## config.mk

```make
export PLATFORM = sky130hd
export DESIGN_NAME = spi_master_bit_engine_unit
export DESIGN_NICKNAME = d
export VERILOG_FILES = /design/src/hdl/spi_mbe_pkg.sv /design/src/hdl/spi_mbe_core.sv /design/src/hdl/spi_mbe_oreg.sv /design/src/hdl/spi_master_bit_engine_unit.sv
export SDC_FILE = /design/constraint.sdc
export NUM_CORES = 1
export LEC_CHECK = 0
export ABC_AREA = 1
export BUFFER_PORTS_ARGS = -buffer_cell sky130_fd_sc_hd__buf_2
export CAP_MARGIN = 20
export CORE_MARGIN = 2
export CORE_UTILIZATION = 53
export DETAILED_ROUTE_END_ITERATION = 10
export MAX_ROUTING_LAYER = met4
export PLACE_DENSITY = 0.78
export SLEW_MARGIN = 5
export SYNTH_ARGS = -nofsm -noshare
export SYNTH_HDL_FRONTEND = slang
export SYNTH_SLANG_ARGS = --single-unit
```

## constraint.sdc

```tcl
create_clock -name clk -period 2.7 [get_ports clk]
set_input_delay 0.81 -clock clk [delete_from_list [all_inputs] [get_ports clk]]
set_output_delay 0.81 -clock clk [all_outputs]
set_load 0.02 [all_outputs]
```

## src/hdl/spi_mbe_pkg.sv

```systemverilog
// Package for the SPI master bit engine: command codes, register indexes,
// and the item and result structs shared by the core, output stage and top.
// No dependencies.
`default_nettype none

package spi_mbe_pkg;

  // Command carried with each input item
  typedef enum logic [1:0] {
    CMD_TICK  = 2'd0,
    CMD_START = 2'd1,
    CMD_OPEN  = 2'd2,
    CMD_CLOSE = 2'd3
  } cmd_t;

  // Configuration register indexes
  localparam logic [2:0] CFG_SPI_MODE       = 3'd0;
  localparam logic [2:0] CFG_WORD_BITS      = 3'd1;
  localparam logic [2:0] CFG_LSB_FIRST      = 3'd2;
  localparam logic [2:0] CFG_CS_ACTIVE_HIGH = 3'd3;
  localparam logic [2:0] CFG_UNIT_TICKS     = 3'd4;

  // Width of the serial data words
  localparam int unsigned DATA_W = 16;

  // One tick of the serial timeline
  typedef struct packed {
    cmd_t              command;
    logic [DATA_W-1:0] tx_word;
    logic              miso_level;
  } item_t;

  // Pin levels and word status after one tick
  typedef struct packed {
    logic              sclk_level;
    logic              mosi_level;
    logic              cs_level;
    logic [DATA_W-1:0] rx_word;
    logic              word_done;
    logic              busy_res;
  } result_t;

endpackage

`default_nettype wire

```

## src/hdl/spi_mbe_core.sv

```systemverilog
// SPI master bit engine core: configuration registers, transfer state and
// the single-pass next-state logic for one tick. Depends on spi_mbe_pkg.
`default_nettype none

module spi_mbe_core import spi_mbe_pkg::*; #(
  parameter int unsigned MAX_WORD_BITS = 16
) (
  input  wire logic          clk,
  input  wire logic          rst,
  input  wire logic          cfg_we,
  input  wire logic [2:0]    cfg_index,
  input  wire logic [15:0]   cfg_data,
  input  wire logic          fire,
  input  wire item_t         item,
  output result_t            result
);

  localparam int unsigned CW = $clog2(MAX_WORD_BITS + 1);

  // Configuration
  logic [1:0]  spi_mode;
  logic [4:0]  word_bits;
  logic        lsb_first;
  logic        cs_active_high;
  logic [15:0] unit_ticks;

  // Transfer state
  logic [DATA_W-1:0] tx_shift, tx_shift_next;
  logic [DATA_W-1:0] rx_shift, rx_shift_next;
  logic [CW-1:0]     bit_count, bit_count_next;
  logic              in_second_phase, in_second_phase_next;
  logic [16:0]       phase_timer, phase_timer_next;
  logic              active, active_next;
  logic              selected, selected_next;
  logic              clk_reg, clk_reg_next;
  logic              mosi_reg, mosi_reg_next;

  // Effective settings
  logic [5:0]    wb6, eff6;
  logic [CW-1:0] eff_bits;
  logic [15:0]   eff_unit;
  logic          lead;

  assign wb6  = {1'b0, word_bits};
  assign eff6 = (wb6 == 6'd0) ? 6'd1 :
                (wb6 > 6'(MAX_WORD_BITS)) ? 6'(MAX_WORD_BITS) : wb6;
  assign eff_bits = CW'(eff6);
  assign eff_unit = (unit_ticks == 16'd0) ? 16'd1 : unit_ticks;
  assign lead     = spi_mode[1] ^ spi_mode[0];

  // Bit-begin inputs and outputs
  logic [CW-1:0]     bb_count;
  logic [DATA_W-1:0] bb_tx, bb_rx, bb_rx_out;
  logic [CW-1:0]     pos;
  logic [5:0]        pos6;
  logic              pos_ok;
  logic              bb_mosi;
  logic [CW-1:0]     count_inc;
  logic              done;
  logic [DATA_W-1:0] rx_out;

  assign pos    = lsb_first ? bb_count : (eff_bits - CW'(1) - bb_count);
  assign pos6   = 6'(pos);
  assign pos_ok = (pos6 < 6'(DATA_W));
  assign bb_mosi   = pos_ok & bb_tx[pos6[3:0]];
  assign bb_rx_out = (pos_ok && item.miso_level) ?
                     (bb_rx | (DATA_W'(1) << pos6[3:0])) : bb_rx;
  assign count_inc = bit_count + CW'(1);

  // Next state for one tick
  always_comb begin
    tx_shift_next        = tx_shift;
    rx_shift_next        = rx_shift;
    bit_count_next       = bit_count;
    in_second_phase_next = in_second_phase;
    phase_timer_next     = phase_timer;
    active_next          = active;
    selected_next        = selected;
    clk_reg_next         = clk_reg;
    mosi_reg_next        = mosi_reg;
    bb_count             = count_inc;
    bb_tx                = tx_shift;
    bb_rx                = rx_shift;
    done                 = 1'b0;
    rx_out               = '0;

    // Chip select
    if (item.command == CMD_OPEN) begin
      selected_next = 1'b1;
      if (!active) clk_reg_next = spi_mode[1];
    end else if (item.command == CMD_CLOSE) begin
      selected_next = 1'b0;
    end

    if (active) begin
      if (phase_timer != 17'd0) begin
        phase_timer_next = phase_timer - 17'd1;
      end else if (!in_second_phase) begin
        in_second_phase_next = 1'b1;
        clk_reg_next         = ~lead;
        phase_timer_next     = {eff_unit, 1'b0} - 17'd1;
      end else if (count_inc >= eff_bits) begin
        // last bit finished
        done                 = 1'b1;
        rx_out               = rx_shift;
        active_next          = 1'b0;
        in_second_phase_next = 1'b0;
        phase_timer_next     = '0;
        bit_count_next       = '0;
        if (spi_mode == 2'd0) clk_reg_next = 1'b0;
      end else begin
        // next bit
        bit_count_next       = count_inc;
        clk_reg_next         = lead;
        mosi_reg_next        = bb_mosi;
        rx_shift_next        = bb_rx_out;
        in_second_phase_next = 1'b0;
        phase_timer_next     = {1'b0, eff_unit - 16'd1};
      end
    end else if (item.command == CMD_START) begin
      bb_count             = '0;
      bb_tx                = item.tx_word;
      bb_rx                = '0;
      tx_shift_next        = item.tx_word;
      bit_count_next       = '0;
      active_next          = 1'b1;
      clk_reg_next         = lead;
      mosi_reg_next        = bb_mosi;
      rx_shift_next        = bb_rx_out;
      in_second_phase_next = 1'b0;
      phase_timer_next     = {1'b0, eff_unit - 16'd1};
    end

    result.sclk_level = clk_reg_next;
    result.mosi_level = mosi_reg_next;
    result.cs_level   = selected_next ? cs_active_high : ~cs_active_high;
    result.rx_word    = rx_out;
    result.word_done  = done;
    result.busy_res   = active_next;
  end

  // Configuration registers
  always_ff @(posedge clk) begin
    if (rst) begin
      spi_mode       <= 2'd0;
      word_bits      <= 5'd8;
      lsb_first      <= 1'b0;
      cs_active_high <= 1'b0;
      unit_ticks     <= 16'd1;
    end else if (cfg_we) begin
      unique case (cfg_index)
        CFG_SPI_MODE:       spi_mode       <= cfg_data[1:0];
        CFG_WORD_BITS:      word_bits      <= cfg_data[4:0];
        CFG_LSB_FIRST:      lsb_first      <= cfg_data[0];
        CFG_CS_ACTIVE_HIGH: cs_active_high <= cfg_data[0];
        CFG_UNIT_TICKS:     unit_ticks     <= cfg_data;
        default: ;
      endcase
    end
  end

  // Transfer state registers
  always_ff @(posedge clk) begin
    if (rst) begin
      tx_shift        <= '0;
      rx_shift        <= '0;
      bit_count       <= '0;
      in_second_phase <= 1'b0;
      phase_timer     <= '0;
      active          <= 1'b0;
      selected        <= 1'b0;
      clk_reg         <= 1'b0;
      mosi_reg        <= 1'b0;
    end else if (fire) begin
      tx_shift        <= tx_shift_next;
      rx_shift        <= rx_shift_next;
      bit_count       <= bit_count_next;
      in_second_phase <= in_second_phase_next;
      phase_timer     <= phase_timer_next;
      active          <= active_next;
      selected        <= selected_next;
      clk_reg         <= clk_reg_next;
      mosi_reg        <= mosi_reg_next;
    end
  end

  // Idle engine holds no leftover bit position or timer
  a_idle_clean: assert property (@(posedge clk) disable iff (rst)
    !active |-> (bit_count == '0 && phase_timer == '0 && !in_second_phase))
    else $error("idle engine has stale transfer state");

  // Second phase only exists inside a transfer
  a_phase_in_xfer: assert property (@(posedge clk) disable iff (rst)
    in_second_phase |-> active)
    else $error("second phase flagged while idle");

  // A transfer ends only through a completed word
  a_end_by_done: assert property (@(posedge clk) disable iff (rst)
    ($fell(active) && !$past(rst)) |-> $past(fire && done))
    else $error("transfer dropped without word completion");

  // Word completion reports not busy
  a_done_idle: assert property (@(posedge clk) disable iff (rst)
    (fire && done) |-> !active_next)
    else $error("word done while still busy");

endmodule

`default_nettype wire

```

## src/hdl/spi_mbe_oreg.sv

```systemverilog
// Result register for the SPI master bit engine: holds one tick's result
// until the downstream side takes it. Depends on spi_mbe_pkg.
`default_nettype none

module spi_mbe_oreg import spi_mbe_pkg::*; (
  input  wire logic    clk,
  input  wire logic    rst,
  input  wire logic    load,
  input  wire result_t din,
  input  wire logic    take,
  output logic         valid,
  output result_t      dout
);

  // Valid flag: set on load, cleared once taken
  always_ff @(posedge clk) begin
    if (rst) begin
      valid <= 1'b0;
    end else if (load) begin
      valid <= 1'b1;
    end else if (take) begin
      valid <= 1'b0;
    end
  end

  // Payload
  always_ff @(posedge clk) begin
    if (load) dout <= din;
  end

endmodule

`default_nettype wire

```

## src/hdl/spi_master_bit_engine_unit.sv

```systemverilog
// Top level of the SPI master bit engine: input register, handshakes and
// the core and result stages. Depends on spi_mbe_pkg, spi_mbe_core and
// spi_mbe_oreg.
//
//  channel   dir  transfer when          payload
//  s_*       in   s_tvalid & s_tready    tuser command; tdata tx_word, miso_level
//  m_*       out  m_tvalid & m_tready    tuser word_done; tdata pins, rx_word, busy
//  cfg_*     in   cfg_we                 cfg_index register, cfg_data value
//
// One tick per cycle while the output is not stalled: a transfer lands in the
// input register, is processed through the core's next-state logic and lands in
// the result register, which loads together with the core's state registers.
// Reset (rst, synchronous) clears the state and restores the default configuration.
// A stalled output holds its result; input is still taken while the
// result register drains in the same cycle.
`default_nettype none

module spi_master_bit_engine_unit import spi_mbe_pkg::*; #(
  parameter int unsigned MAX_WORD_BITS = 16
) (
  input  wire logic        clk,
  input  wire logic        rst,
  input  wire logic        s_tvalid,
  output logic             s_tready,
  input  wire logic [23:0] s_tdata,   // [15:0] tx_word, [16] miso_level, zero pad
  input  wire logic [1:0]  s_tuser,   // [1:0] command
  output logic             m_tvalid,
  input  wire logic        m_tready,
  output logic [23:0]      m_tdata,   // [0] sclk, [1] mosi, [2] cs, [18:3] rx_word,
                                      // [19] busy_res, zero pad
  output logic             m_tuser,   // [0] word_done
  input  wire logic        cfg_we,
  input  wire logic [2:0]  cfg_index,
  input  wire logic [15:0] cfg_data
);

  logic    in_valid;
  item_t   in_item;
  logic    advance;
  result_t core_res;
  result_t out_res;

  // Input register moves into the core when the result stage has room
  assign advance  = in_valid && (!m_tvalid || m_tready);
  assign s_tready = !in_valid || advance;

  always_ff @(posedge clk) begin
    if (rst) begin
      in_valid <= 1'b0;
    end else if (s_tvalid && s_tready) begin
      in_valid <= 1'b1;
    end else if (advance) begin
      in_valid <= 1'b0;
    end
  end

  always_ff @(posedge clk) begin
    if (s_tvalid && s_tready) begin
      in_item.command    <= cmd_t'(s_tuser);
      in_item.tx_word    <= s_tdata[15:0];
      in_item.miso_level <= s_tdata[16];
    end
  end

  spi_mbe_core #(
    .MAX_WORD_BITS(MAX_WORD_BITS)
  ) u_core (
    .clk       (clk),
    .rst       (rst),
    .cfg_we    (cfg_we),
    .cfg_index (cfg_index),
    .cfg_data  (cfg_data),
    .fire      (advance),
    .item      (in_item),
    .result    (core_res)
  );

  spi_mbe_oreg u_oreg (
    .clk   (clk),
    .rst   (rst),
    .load  (advance),
    .din   (core_res),
    .take  (m_tready),
    .valid (m_tvalid),
    .dout  (out_res)
  );

  // Output packing
  assign m_tdata = {4'd0, out_res.busy_res, out_res.rx_word, out_res.cs_level,
                    out_res.mosi_level, out_res.sclk_level};
  assign m_tuser = out_res.word_done;

endmodule

`default_nettype wire

```

# Yosys cells after proc, flatten, opt, wreduce, memory -nomap -nowiden
# Cells that the tools add are included.
[word_totals]
register_bits = 126
output_inout_bits = 27
elab_cells = 138
[classes]
addsub = 6
magnitude_cmp = 4
n_eq_ne = 10
shift = 1
mux = 58
n_bitwise = 8
reduce_logical = 26
[op_table]
columns = ["cell", "count"]
rows = [
  ["16-bit 2-to-1 mux", 12],
  ["17-bit 2-to-1 mux", 4],
  ["5-bit 2-to-1 mux", 10],
  ["17-bit by 1-bit subtractor with 17-bit output (second input constant)", 2],
  ["1-bit 2-to-1 mux", 31],
  ["17-bit nonzero test", 1],
  ["16-bit logical NOT", 1],
  ["16-bit OR", 1],
  ["1-bit by 4-bit << shifter with 16-bit output (first input constant)", 1],
  ["16-bit by 1-bit subtractor with 16-bit output (second input constant)", 1],
  ["2-bit AND reduction", 6],
  ["3-bit by 2-bit == test with 1-bit output (second input constant)", 2],
  ["6-bit logical NOT", 1],
  ["2-bit nonzero test", 3],
  ["5-bit by 1-bit adder with 5-bit output (second input constant)", 1],
  ["5-bit greater-or-equal comparator", 1],
  ["5-bit > comparator (second input constant)", 1],
  ["4-bit by 5-bit less-than comparator with 1-bit output (second input constant)", 1],
  ["5-bit less-than comparator (second input constant)", 1],
  ["1-bit NOT", 5],
  ["5-bit AND reduction", 1],
  ["5-bit by 1-bit subtractor with 5-bit output (second input constant)", 1],
  ["5-bit subtractor", 1],
  ["1-bit binary-select mux with 4-bit select", 1],
  ["17 further kinds", 23],
]

# Depth between registers and ports, before layout
[depth]
ltp_word = 13
depth_mapped = 21

# Modules after synthesis
# Synthesis repeated with hierarchy kept, for this count alone.
[hier_totals]
hier_cells = 868
hier_area_um2 = 6622.6
[by_module_without_submodules]
columns = ["mod", "n_inst", "cells_per_inst", "area_per_inst_um2", "seq_area_each_um2"]
rows = [
  ["spi_mbe_core", 1, 810, 5286.3, 1681.6],
  ["spi_mbe_oreg", 1, 26, 670.6, 650.6],
  ["spi_master_bit_engine_unit", 1, 32, 665.6, 590.6],
]

# Worst setup path before layout
# OpenSTA, ideal clock, no wires.
[synth_path]
path_type = "register -> register"
startpoint = "register in_item[18] in the netlist's numbering"
endpoint = "register u_core.mosi_reg"
setup_ns = 0.071
arrival_time_ns = 2.668
required_time_ns = 2.629
setup_slack_ns = -0.039
stages_incl_launch_ff = 20
synth_period_minus_slack_ns = 2.739
cell_sequence = "edfxtp_1 > inv_1 > nand3_2 > buf_6 > buf_2 > nand2_1 > inv_1 > fa_1 > or2_2 > nand2_2 > inv_1 > nand2_1 > nor2_1 > nor2_1 > nand2_1 > nand3_1 > nand4_1 > nand2_1 > nand2_1 > a21oi_1"
[synth_via]
elab_chain_cells = 12
word_cells_on_any_way = 16
classes_between = "add/sub (1); order compare (1); eq/ne (1); mux (12); bitwise (1)"
[synth_lines]
columns = ["item", "line", "source"]
rows = [
  ["start: declaration", "spi_master_bit_engine_unit.sv:38", "item_t in_item;"],
  ["2-bit by 1-bit == test with 1-bit output (*)", "spi_mbe_core.sv:120", "end else if (item.command == CMD_START) begin"],
  ["5-bit 2-to-1 mux", "spi_mbe_core.sv:120", ""],
  ["5-bit 2-to-1 mux", "spi_mbe_core.sv:95", "if (active) begin"],
  ["5-bit subtractor", "spi_mbe_core.sv:62", "assign pos = lsb_first ? bb_count : (eff_bits - CW'(1) - bb_count);"],
  ["5-bit 2-to-1 mux", "spi_mbe_core.sv:62", ""],
  ["1-bit binary-select mux with 4-bit select", "spi_mbe_core.sv:65", "assign bb_mosi = pos_ok & bb_tx[pos6[3:0]];"],
  ["1-bit 2-to-1 mux (implied by the code)", "spi_mbe_core.sv:65", ""],
  ["1-bit bitwise AND", "spi_mbe_core.sv:65", ""],
  ["1-bit 2-to-1 mux", "spi_mbe_core.sv:102", "end else if (count_inc >= eff_bits) begin"],
  ["1-bit 2-to-1 mux", "spi_mbe_core.sv:98", "end else if (!in_second_phase) begin"],
  ["1-bit 2-to-1 mux", "spi_mbe_core.sv:96", "if (phase_timer != 17'd0) begin"],
  ["1-bit 2-to-1 mux (*)", "spi_mbe_core.sv:95", ""],
  ["end signal: assignment", "spi_mbe_core.sv:183", "mosi_reg <= mosi_reg_next;"],
  ["end: declaration", "spi_mbe_core.sv:36", "logic mosi_reg, mosi_reg_next;"],
]
# Every way passes the cells marked *; elsewhere a longest branch is shown, timed or not. The select of a mux whose other input is x is not followed.
# A chain may end at the register's enable or synchronous reset.

# Worst setup path after layout
[layout_path]
startpoint = "register u_core.word_bits[3]"
endpoint = "register u_core.rx_shift[6]"
[layout_via]
elab_chain_cells = 13
word_cells_on_any_way = 20
classes_between = "add/sub (2); order compare (3); eq/ne (1); shift (1); mux (9); bitwise (1); reduce/logical (3)"
[layout_lines]
columns = ["item", "line", "source"]
rows = [
  ["start: declaration", "spi_mbe_core.sv:22", "logic [4:0] word_bits;"],
  ["start signal: assignment", "spi_mbe_core.sv:153", "CFG_WORD_BITS: word_bits <= cfg_data[4:0];"],
  ["5-bit > comparator", "spi_mbe_core.sv:46", "(wb6 > 6'(MAX_WORD_BITS)) ? 6'(MAX_WORD_BITS) : wb6;"],
  ["5-bit 2-to-1 mux", "spi_mbe_core.sv:46", ""],
  ["5-bit 2-to-1 mux (*)", "spi_mbe_core.sv:45", "assign eff6 = (wb6 == 6'd0) ? 6'd1 :"],
  ["5-bit by 1-bit subtractor with 5-bit output", "spi_mbe_core.sv:62", ""],
  ["5-bit subtractor", "spi_mbe_core.sv:62", ""],
  ["5-bit 2-to-1 mux", "spi_mbe_core.sv:62", ""],
  ["5-bit less-than comparator / 1-bit by 4-bit << shifter with 16-bit output (equally long branches)", "spi_mbe_core.sv:64, spi_mbe_core.sv:67", ""],
  ["1-bit logical AND / 16-bit OR (equally long branches)", "spi_mbe_core.sv:66, spi_mbe_core.sv:67", ""],
  ["16-bit 2-to-1 mux", "spi_mbe_core.sv:66", "assign bb_rx_out = (pos_ok && item.miso_level) ?"],
  ["16-bit 2-to-1 mux", "spi_mbe_core.sv:102", ""],
  ["16-bit 2-to-1 mux", "spi_mbe_core.sv:98", ""],
  ["16-bit 2-to-1 mux", "spi_mbe_core.sv:96", ""],
  ["16-bit 2-to-1 mux", "spi_mbe_core.sv:95", ""],
  ["end signal: assignment", "spi_mbe_core.sv:176", "rx_shift <= rx_shift_next;"],
  ["end: declaration", "spi_mbe_core.sv:29", "logic [DATA_W-1:0] rx_shift, rx_shift_next;"],
]
# Marks and branches as above.

==> results_dict.tcl <==
set metrics [dict create \
    rows 41 \
    rsz0062_at_grt "true" \
    numCtsBuffers 17 \
    finalHoldViolations 0 \
    nNetsFinal 1080 \
    cts_tree "done" \
    synthArstFlopShare_pct 0 \
    ios 77 \
    end_kind "flip-flop" \
    cp_max_fo 5 \
    area_delta_synth_final_pct 23.31 \
    min_path_type "reg2reg" \
    min_period_over_period_pct 98.32 \
    synth_edf_count 40 \
    startpoint_type "flip-flop" \
    final_common_cell "nand2_1" \
    clock_latency_ps 420 \
    required_ps 3050 \
    die_w_um 117.0 \
    yosys_warnings 0 \
    ctsHtreeMaxLevel 4 \
    critPathMaxStageDelay_ps 390 \
    drive_gt1_share_pct 23.13 \
    drc_errors 0 \
    path_cells "nor2_2 > nand2_2 > o21ai_2 > buf_6 > ha_4 > inv_2 > fa_2 > or2_4 > inv_2 > nand3_2 > nand2_1 > nand2_1 > nand2_1 > nand2_1 > nand2_2 > nand2_4 > inv_4 > nand4_1 > a21oi_1" \
    track_usage_pct 25.64 \
    tightest_slew_ps 600.7 \
    syn_avg_cell_area_um2 7.449 \
    holdWs_ps 463.6 \
    die-area_um2 13680 \
    seq_area_um2 2925 \
    maxCapViolCount 0 \
    cts_buffer_depth 2 \
    die_height_um 117.0 \
    yosysSeqAreaShare_pct 43.21 \
    final_core_util_pct 66.63 \
    synth_cell_types 46 \
    clock.fmax_ghz 0.3767 \
    top_register "u_oreg.dout" \
    startpoint "u_core.word_bits[3]" \
    fin_worst_skew_ps 8.952 \
    outcome "finished clean" \
    clk_pin_slew_ps 60 \
    worstHoldStart "u_core.rx_shift[7]" \
    first_iter_violations 507 \
    total_power_uw 5369 \
    place.gp.congestion 0.9599 \
    peakVddDrop_mv 0.4205 \
    finalSetupViolations 0 \
    largest_register_ffs 21 \
    slew_headroom_pct 59.91 \
    mostFrequentLayoutCells "178 x nand2_1, 117 x inv_1, 93 x nor2_1" \
    slew_viol_final 0 \
    synth-seq-cells 126 \
    start_util_pct 54.04 \
    cts.sinks 126 \
    grt_pass1_wl_mm 26.77 \
    first_global_vias 5707 \
    final.min_clock_period_ps 2655 \
    arrival_ps 3000 \
    fillers 1057 \
    viasPerCell 5.214 \
    drt-wirelength-per-cell_um 13.38 \
    vias 6262 \
    overflow 0 \
    p_per_area_nw_per_um2 643.7 \
    core_um2 12520 \
    path_class "reg2reg" \
    reg2reg_from "u_core.word_bits[3]" \
    synth_top_flop_cell "dfxtp_1" \
    io_buffers 65 \
    reg.largest.list "u_oreg.dout (21), in_item (19), u_core.phase_timer (17)" \
    multi_input_area_um2 3357 \
    grt_max_degree 47 \
    antenna_found_initial 0 \
    route.antenna.remaining_nets 0 \
    antenna-diode-count 0 \
    netlist_area_um2 6764 \
    routed_wirelength_mm 16.07 \
    hpwlAfterDp_mm 11.05 \
    critical_path.most_common_cell "nand2_1" \
    synthCells 908 \
    first_pass_iters 5 \
    cp_slowest_cell "fa_2" \
    clock-root-buffer "clkbuf_16" \
    p_leak_uw 0.003633 \
]
[cell usage after synthesis, types with 6 or more instances]
master | instances | area (µm²)
inv_2 | 7 | 26.28
inv_1 | 121 | 454.2
nand4_1 | 21 | 131.4
edfxtp_1 | 40 | 1201
nand2_1 | 188 | 705.7
clkbuf_1 | 17 | 63.81
a21oi_1 | 72 | 360.4
nor3_1 | 6 | 30.03
nand3_1 | 41 | 205.2
o21ai_0 | 71 | 355.3
nor2_1 | 95 | 356.6
nand2_2 | 7 | 43.79
a211oi_1 | 13 | 97.59
nor2_2 | 21 | 131.4
dfxtp_1 | 86 | 1722
xor2_1 | 18 | 157.7
ha_1 | 13 | 162.7
nand3_2 | 7 | 70.07
[final timing paths]
kind / cells after the start / slack, ps / to
setup / recovery: 19 / 50 / u_core.rx_shift[6]
setup reg to reg: 19 / 50 / u_core.rx_shift[6]
hold reg to reg: 2 / 460 / u_core.rx_shift[7]
hold / removal: 2 / 460 / u_core.rx_shift[7]
[power breakdown]
group	switching [µW]	leakage, µW	total (µW)	internal (µW)
clock	847	0.000286	2290	1450
combinational	641	0.00226	996	355
sequential	46.1	0.00108	2080	2030
total	1530	0.00363	5370	3830
[worst max-delay path: cells and delay by family (launching register included)]
| family | cells | cell delay [ps] |
|---|---|---|
| AND/OR/NAND/NOR | 11 | 1120 |
| adder cells (fa/ha/maj) | 2 | 510 |
| flip-flops | 1 | 320 |
| buffers and inverters | 4 | 310 |
| AO/OA/AOI/OAI | 2 | 290 |
[area by class of cell]
cell class	count	area share, %
multi-input cells	622	40.25
flip-flops and latches	126	35.07
repair buffers	117	8.776
inverters	131	6.106
clock buffers	18	5.146
well taps	172	2.580
clock inverters	14	1.995
repair inverters	1	0.07501
[kinds of logic after synthesis]
group                      after synthesis  synth area share [%]
other                                    1               0.05544
adders and majority gates               14                 2.701
xor gates and xnor gates                21                 2.719
AOI/OAI and AO/OA                      186                 15.21
buffers and inverters                  163                 9.841
DFF                                    126                 43.21
and+or+nand+nor                        397                 26.27
[routing by layer]
| layer | GRT usage (%) | vias up | wire length [µm] |
|---|---|---|---|
| li1 | - | 3196 | - |
| met1 | 35.34 | 2850 | 7528 |
| met2 | 37.96 | 191 | 7304 |
| met3 | 4.995 | 25 | 966 |
| met4 | 8.706 | 0 | 274 |
| met5 | - | - | 0 |
[stage by stage]
stage / std cells / worst slack (ps) / TNS [ps] / area (µm²)
floorplan: 911 / 4.661 / 0 / 6780
global placement: 1163 / -2.119 / -3.840 / 7515
detailed placement: 1163 / -70.66 / -570.2 / 7515
CTS: 1195 / 4.119 / 0 / 8120
global route: 1201 / -138.2 / -1703 / 8341
finish: 1201 / 45.46 / 0 / 8341
[timing repair]
item / in CTS / in global routing
resized for setup: 5 / 51
hold buffers: 0 / 0
setup endpoints to repair: 18 / 29
pin swaps: 0 / 24
gates cloned: 0 / 1
setup buffers: 0 / 5
Note: power is estimated with default switching activity, not from simulation.
